## config.mk

```make
export PLATFORM = sky130hd
export DESIGN_NAME = rau_ctrl
export DESIGN_NICKNAME = d
export VERILOG_FILES = /design/src/sv/rau_pkg.sv /design/src/sv/rau_ctrl.sv
export SDC_FILE = /design/constraint.sdc
export NUM_CORES = 1
export LEC_CHECK = 0
export ABC_CLOCK_PERIOD_IN_PS = 3100
export BUFFER_PORTS_ARGS = -buffer_cell sky130_fd_sc_hd__buf_4
export CORE_MARGIN = 2
export CORE_UTILIZATION = 45
export CTS_BUF_LIST = sky130_fd_sc_hd__clkbuf_16
export DETAILED_ROUTE_END_ITERATION = 8
export PLACE_DENSITY = 0.71
export SYNTH_ARGS = -nofsm -noshare
export SYNTH_HDL_FRONTEND = slang
export SYNTH_SLANG_ARGS = --single-unit
```

## constraint.sdc

```tcl
create_clock -name clk -period 3.1 [get_ports clk]
set_input_delay 0.155 -clock clk [delete_from_list [all_inputs] [get_ports clk]]
set_output_delay 0.155 -clock clk [all_outputs]
set_load 0.005 [all_outputs]
```

## src/sv/rau_pkg.sv

```systemverilog
// ----------------------------------------------------------------------------
// rau_pkg
// Types and constants shared by the rational arithmetic unit.
// ----------------------------------------------------------------------------
package rau_pkg;

  localparam logic [2:0] OP_ADD  = 3'd0;
  localparam logic [2:0] OP_SUB  = 3'd1;
  localparam logic [2:0] OP_MUL  = 3'd2;
  localparam logic [2:0] OP_DIV  = 3'd3;
  localparam logic [2:0] OP_NEG  = 3'd4;
  localparam logic [2:0] OP_NORM = 3'd5;

  localparam logic [1:0] ST_OK       = 2'd0;
  localparam logic [1:0] ST_ZERO_DEN = 2'd1;
  localparam logic [1:0] ST_OVERFLOW = 2'd2;

  typedef enum logic [4:0] {
    C_NONE, C_CAPTURE,
    C_LXG, C_LXN, C_LXD, C_LYG, C_LYN, C_LYD, C_PREP,
    C_MG1, C_MG2, C_MXN, C_MYD, C_MYN, C_MXD, C_MNUM, C_MDEN,
    C_AG, C_AU, C_AV, C_AA, C_AB, C_ACOMB, C_ADR, C_ADG2, C_ADQ, C_AY, C_ADEN,
    C_UNARY, C_EMIT, C_ERR
  } step_t;

  typedef struct packed {
    step_t step;
    logic  start;
  } cmd_t;

  typedef struct packed {
    logic done;
    logic xd_zero;
    logic yd_zero;
    logic xn_zero;
    logic yn_zero;
    logic t_zero;
    logic binary;
    logic op_mul;
    logic op_div;
  } sts_t;

endpackage

```

## src/sv/rau_ctrl.sv

```systemverilog
// ----------------------------------------------------------------------------
// rau_ctrl
// Sequencer that walks the datapath through load, reduce and emit steps.
// ----------------------------------------------------------------------------
module rau_ctrl (
  input  logic           clk,
  input  logic           rst,
  input  logic           in_valid,
  output logic           in_stall,
  output logic           out_valid,
  input  logic           out_stall,
  output rau_pkg::cmd_t  cmd,
  input  rau_pkg::sts_t  sts
);
  import rau_pkg::*;

  typedef enum logic [31:0] {
    S_IDLE  = 32'h0000_0001, S_CHK   = 32'h0000_0002, S_LXG  = 32'h0000_0004,
    S_LXN   = 32'h0000_0008, S_LXD   = 32'h0000_0010, S_LYG  = 32'h0000_0020,
    S_LYN   = 32'h0000_0040, S_LYD   = 32'h0000_0080, S_PREP = 32'h0000_0100,
    S_MG1   = 32'h0000_0200, S_MG2   = 32'h0000_0400, S_MXN  = 32'h0000_0800,
    S_MYD   = 32'h0000_1000, S_MYN   = 32'h0000_2000, S_MXD  = 32'h0000_4000,
    S_MNUM  = 32'h0000_8000, S_MDEN  = 32'h0001_0000, S_AG   = 32'h0002_0000,
    S_AU    = 32'h0004_0000, S_AV    = 32'h0008_0000, S_AA   = 32'h0010_0000,
    S_AB    = 32'h0020_0000, S_ACOMB = 32'h0040_0000, S_ADR  = 32'h0080_0000,
    S_ADG2  = 32'h0100_0000, S_ADQ   = 32'h0200_0000, S_AY   = 32'h0400_0000,
    S_ADEN  = 32'h0800_0000, S_UNARY = 32'h1000_0000, S_EMIT = 32'h2000_0000,
    S_ERR   = 32'h4000_0000, S_OUT   = 32'h8000_0000
  } state_t;

  state_t state, state_next, after_unit;
  logic   waiting, waiting_next, unit;

  always_comb begin
    state_next   = state;
    waiting_next = waiting;
    after_unit   = state;
    unit         = 1'b0;
    cmd.step     = C_NONE;
    cmd.start    = 1'b0;
    case (state)
      S_IDLE: begin
        cmd.step  = C_CAPTURE;
        cmd.start = in_valid;
        if (in_valid) state_next = S_CHK;
      end
      S_CHK: begin
        if (sts.xd_zero || (sts.binary && sts.yd_zero)) state_next = S_ERR;
        else state_next = S_LXG;
      end
      S_LXG:  begin cmd.step = C_LXG;  unit = 1'b1; after_unit = S_LXN; end
      S_LXN:  begin cmd.step = C_LXN;  unit = 1'b1; after_unit = S_LXD; end
      S_LXD:  begin
        cmd.step   = C_LXD;
        unit       = 1'b1;
        after_unit = sts.binary ? S_LYG : S_UNARY;
      end
      S_LYG:  begin cmd.step = C_LYG;  unit = 1'b1; after_unit = S_LYN; end
      S_LYN:  begin cmd.step = C_LYN;  unit = 1'b1; after_unit = S_LYD; end
      S_LYD:  begin cmd.step = C_LYD;  unit = 1'b1; after_unit = S_PREP; end
      S_PREP: begin
        cmd.step  = C_PREP;
        cmd.start = 1'b1;
        if (sts.op_div && sts.yn_zero) state_next = S_ERR;
        else if ((sts.op_mul || sts.op_div) && (sts.xn_zero || sts.yn_zero))
          state_next = S_EMIT;
        else if (sts.op_mul || sts.op_div) state_next = S_MG1;
        else state_next = S_AG;
      end
      S_MG1:  begin cmd.step = C_MG1;  unit = 1'b1; after_unit = S_MG2; end
      S_MG2:  begin cmd.step = C_MG2;  unit = 1'b1; after_unit = S_MXN; end
      S_MXN:  begin cmd.step = C_MXN;  unit = 1'b1; after_unit = S_MYD; end
      S_MYD:  begin cmd.step = C_MYD;  unit = 1'b1; after_unit = S_MYN; end
      S_MYN:  begin cmd.step = C_MYN;  unit = 1'b1; after_unit = S_MXD; end
      S_MXD:  begin cmd.step = C_MXD;  unit = 1'b1; after_unit = S_MNUM; end
      S_MNUM: begin cmd.step = C_MNUM; unit = 1'b1; after_unit = S_MDEN; end
      S_MDEN: begin cmd.step = C_MDEN; unit = 1'b1; after_unit = S_EMIT; end
      S_AG:   begin cmd.step = C_AG;   unit = 1'b1; after_unit = S_AU; end
      S_AU:   begin cmd.step = C_AU;   unit = 1'b1; after_unit = S_AV; end
      S_AV:   begin cmd.step = C_AV;   unit = 1'b1; after_unit = S_AA; end
      S_AA:   begin cmd.step = C_AA;   unit = 1'b1; after_unit = S_AB; end
      S_AB:   begin cmd.step = C_AB;   unit = 1'b1; after_unit = S_ACOMB; end
      S_ACOMB: begin
        cmd.step   = C_ACOMB;
        cmd.start  = 1'b1;
        state_next = sts.t_zero ? S_EMIT : S_ADR;
      end
      S_ADR:  begin cmd.step = C_ADR;  unit = 1'b1; after_unit = S_ADG2; end
      S_ADG2: begin cmd.step = C_ADG2; unit = 1'b1; after_unit = S_ADQ; end
      S_ADQ:  begin cmd.step = C_ADQ;  unit = 1'b1; after_unit = S_AY; end
      S_AY:   begin cmd.step = C_AY;   unit = 1'b1; after_unit = S_ADEN; end
      S_ADEN: begin cmd.step = C_ADEN; unit = 1'b1; after_unit = S_EMIT; end
      S_UNARY: begin
        cmd.step   = C_UNARY;
        cmd.start  = 1'b1;
        state_next = S_EMIT;
      end
      S_EMIT: begin
        cmd.step   = C_EMIT;
        cmd.start  = 1'b1;
        state_next = S_OUT;
      end
      S_ERR: begin
        cmd.step   = C_ERR;
        cmd.start  = 1'b1;
        state_next = S_OUT;
      end
      S_OUT: begin
        if (!out_stall) state_next = S_IDLE;
      end
      default: state_next = S_IDLE;
    endcase
    if (unit) begin
      cmd.start    = !waiting;
      waiting_next = 1'b1;
      if (waiting && sts.done) begin
        waiting_next = 1'b0;
        state_next   = after_unit;
      end
    end
  end

  always_ff @(posedge clk) begin
    if (rst) begin
      state   <= S_IDLE;
      waiting <= 1'b0;
    end else begin
      state   <= state_next;
      waiting <= waiting_next;
    end
  end

  assign in_stall  = (state != S_IDLE);
  assign out_valid = (state == S_OUT);
endmodule

```

# Word-level counts from Yosys, hierarchy flattened
# Cells that the tools add are included.
# Widths: inputs -> output; s select.
# word_totals
reg_bits,33
in_bits,13
out_inout_bits,8
word_cells,65
# classes
n_eq_ne,34
n_mux,17
n_reduce_logical,12
# op_table
op,count
$pmux 32 s23,1
$pmux 32 s8,1
$mux 32,6
$pmux 5 s30,1
$eq 32x1->1 const B,1
$eq 32x10->1 const B,1
$eq 32x11->1 const B,1
$eq 32x12->1 const B,1
$eq 32x13->1 const B,1
$eq 32x14->1 const B,1
$eq 32x15->1 const B,1
$eq 32x16->1 const B,1
$eq 32x17->1 const B,1
$eq 32x18->1 const B,1
$eq 32x19->1 const B,1
$eq 32x2->1 const B,1
$eq 32x20->1 const B,1
$eq 32x21->1 const B,1
$eq 32x22->1 const B,1
$eq 32x23->1 const B,1
$eq 32x24->1 const B,1
$eq 32x25->1 const B,1
$eq 32x26->1 const B,1
$eq 32x27->1 const B,1
26 further kinds,34

# Depth between registers and ports, before layout
# depth
word_depth,7
mapped_depth,11
depth_no_buf,7

# Worst setup path after synthesis
# Ideal clock, no wire load.
# synth_timing
path_type,register to register
start,reg state[20]
end,reg state[10]
setup_ps,59
arrival_ps,2401
required_time_ps,3041
setup_slack_ps,639
path_stages_with_launch,12
path_buffers,4
synth_period_minus_slack_ps,2461
path_cell_list,dfxtp_1 buf_6 nor4_4 nand4_1 buf_4 or4b_1 buf_2 nor2_4 a221oi_2 o2bb2ai_4 buf_6 a22o_1
# synth_between
elab_chain_cells,5
word_cells_on_any_way,41
classes_between,eq/ne (33); mux (5); reduce/logical (3)
# synth_rtl
element,line,source
"start, declared",rau_ctrl.sv:31,"state_t state, state_next, after_unit;"
"start signal, assigned",rau_ctrl.sv:128,state <= state_next;
$eq 32x28->1 (tied with other cells),rau_ctrl.sv:41,case (state)
$reduce_or 24->1 (no source line) or $reduce_or 2->1 (tied branches),n/a,
$pmux 32 s8 or $pmux 32 s23 (tied branches),rau_ctrl.sv:41,
$mux 32,rau_ctrl.sv:116,if (waiting && sts.done) begin
$mux 32,rau_ctrl.sv:113,if (unit) begin
# Several ways; a longest one is shown, not always the timed one. The select of a mux whose other input is x is not followed.
# A chain may end at the register's enable or synchronous reset.

==> impl_metrics.csv <==
group,metric,value,unit
outcome,status,"complete, no violations",
global_route,grt_antenna_before_repair,0,
die,die_y,74.6,um
power_and_ir_drop,p_per_area,396,mW/mm^2
hold_path,hold_path_class,"input pin to register",
global_route,grt_pass1_vias,1967,
critical_path,arrival,2.81,ns
final_layout,multi_input_area,0.00146,mm^2
synth,synth-async-reset-ratio,0,%
final_layout,area_growth,15.6,%
final_layout,fin_util,54.5,%
placed_design,hpwlAfterDp,4380,um
clock_tree,cts_buffers,5,
sta,tightest_slew,0.602,ns
power_and_ir_drop,p_leak,1.09,nW
flow_run,maxCapViolations,0,
clock_tree,cts.path.max_buffers,2,
sta,tns,0,ns
critical_path,cp_slowest_cell,"or4_1",
clock_tree,cts_root_buffer,"clkbuf_16",
sta,rsz0062_at_grt,"no",
sta,timing_hold_violations_final,0,
critical_path,crit_path_cell_trace,"nor4_1 -> nand4_1 -> buf_4 -> or4_1 -> a21o_1 -> nand2_1 -> a311oi_1 -> mux2i_1 -> buf_4",
synth,synthFlopType,"dfxtp_1",
placed_design,gp_congestion,0.913,
global_route,grt_usage,23.1,%
die,fp.dieArea,0.00556,mm^2
synth,synth-seq-area-share,29.5,%
placed_design,io_buffers,20,
die,start_util,47.1,%
final_layout,finalNetCount,302,
sta,finalSetupViolCount,0,
synth,synth-edff-count,0,
synth,synthesis.area,0.00224,mm^2
power_and_ir_drop,power,1.03,mW
global_route,grt_max_degree,24,
synth,yosysTopAreaCell,"dfxtp_1",
clock_tree,clkSinkCount,33,
synth,yosys_warnings,0,
routing,ant_nets,0,
die,io_pins,21,
critical_path,cp-start-kind,"register",
clock_tree,htree_levels,2,
die,fp.dieW,74.6,um
power_and_ir_drop,max-vdd-ir-drop,0.000198,V
clock_tree,hold_buffers,0,
routing,drtIter0Drc,272,
routing,avgViaCountPerCell,6.24,
sta,period_share,95.6,%
sta,relSlewSlack,59.8,%
clock_tree,clk_latency,0.29,ns
critical_path,cp_slowest_stage_delay,0.59,ns
routing,wl,5830,um
sta,layout_min_cycle_time,2.96,ns
routing,first_pass_iters,5,
routing,drc,0,
routing,routedWlPerCell,16.3,um
synth,synth_seq_cells,33,
final_layout,drive_gt1_share,16.9,%
synth,synth_top_area_share,29.5,%
critical_path,critPathMaxFanout,11,
final_layout,fillerInstances,472,
clock_tree,cts_tree,"built",
final_layout,n_antenna_cell,0,
sta,max_freq,0.337,GHz
routing,vias,2229,
synth,syn_nets,283,
clock_tree,clk_pin_slew,0.05,ns
global_route,grt_pass1_wl,9670,um
critical_path,r2r_setup_slack,0.31,ns
synth,ys_types,55,
die,core_area,0.00475,mm^2
synth,netlist_instances,270,
sta,finalMaxSlewViolations,0,
die,rows,25,
critical_path,cp_data_required_time,2.94,ns
synth,synth.avg_cell_area,8.30,um^2
critical_path,endpoint_kind,"primary output",
critical_path,cp_common_cell,"buf_4",
final_layout,seqCellArea,661,um^2
critical_path,critPathKind,"register to primary output",
sta,finClkSkew,0.00355,ns
global_route,gr-total-overflow,0,
synth,synth_area_leaders,"dfxtp_1, nor2_1, nor4_1",
==> cell usage in the layout (no fill, tap or decap), types with 3 or more instances in the layout <==
cell,n
mux2i_1,3
xor2_1,11
dfxtp_1,33
nand4_1,8
nor3b_1,4
or4_1,3
nand3b_1,3
nor4_4,3
or2_2,3
clkbuf_16,5
nand3_1,9
a32o_1,4
nor2b_1,4
o2bb2ai_1,8
nor2_1,28
nand2b_1,3
nor4_1,15
nor4b_1,4
nand4b_1,4
o21ai_0,11
a22o_1,10
nor3_1,15
a21oi_1,5
buf_4,31
nand2_1,20
inv_1,4
and4b_1,5
==> synth_stat cells, drive strengths merged (5+ instances only) <==
| cell | n |
|---|---|
| nor4 | 20 |
| a22o | 10 |
| o2bb2ai | 9 |
| xor2 | 11 |
| a21oi | 5 |
| dfxtp | 33 |
| and4b | 5 |
| nand3 | 9 |
| clkbuf | 10 |
| nor2 | 30 |
| nand4 | 8 |
| nor3 | 15 |
| nand2 | 20 |
| o21ai | 13 |
| buf | 9 |
==> stage by stage <==
stage | hold slack, ns | cell area (um^2) | setup slack [ns] | std cells
floorplan | 0.318 | 2240 | 0.639 | 270
CTS | 0.153 | 2580 | 0.101 | 356
detailed placement | 0.448 | 2440 | 0.284 | 348
finish | 0.152 | 2590 | 0.135 | 357
global route | 0.188 | 2590 | 0.0175 | 357
global placement | 0.443 | 2440 | 0.324 | 348
==> repair_timing <==
item                                    CTS  global route
setup buffers                             0             1
hold endpoints to repair                  0             0
endpoints found under the setup margin    0             1
gates resized for setup                   0             1
==> path summary, 6_finish.rpt <==
kind,start,endpoint,cells after the start
min reg2reg,state[15],state[15],1
max,state[12],cmd[0],9
max reg2reg,state[12],state[5],8
min,rst,state[29],2
==> cells by family (layout without fill, tap and decap cells) <==
family          count (synthesis)  in the layout  synth area share, %
mux                             3              3                 1.34
flops                          33             33                 29.5
simple gates                  141            141                 38.1
xor+xnor                       12             12                 4.69
compound gates                 58             58                 20.8
buf+inv                        23             43                 5.64
==> where the power goes <==
part / leakage [nW] / internal [mW] / switching [mW]
Combinational: 0.754 / 0.0501 / 0.0683
Clock: 0.0687 / 0.290 / 0.186
Sequential: 0.266 / 0.428 / 0.00341
Total: 1.09 / 0.768 / 0.258
==> worst max-delay path, delay by kind of cell (launching register included) <==
kind | cells | cell delay, ns
simple gates | 4 | 1.36
flops | 1 | 0.35
mux | 1 | 0.17
compound gates | 2 | 0.30
buf+inv | 2 | 0.34
==> metal layers <==
metal | up-vias | wire length (um) | GRT usage [%]
li1 | 1073 | - | -
met1 | 1047 | 2730 | 33.1
met2 | 96 | 2570 | 34.3
met3 | 13 | 402 | 4.88
met4 | 0 | 131 | 7.74
met5 | - | 0 | 0
==> sequential cells by signal, summed over array words and instances (netlist names) <==
signal	cells
waiting	1
state	32
==> cell type report <==
type,instances,area share [%]
Multi-Input combinational cell,214,56.4
Sequential cell,33,25.5
Timing Repair Buffer,31,8.99
Clock buffer,5,4.83
Tap cell,67,3.24
Inverter,4,0.580
Clock inverter,3,0.483
Note: power is estimated with default switching activity, not from simulation.
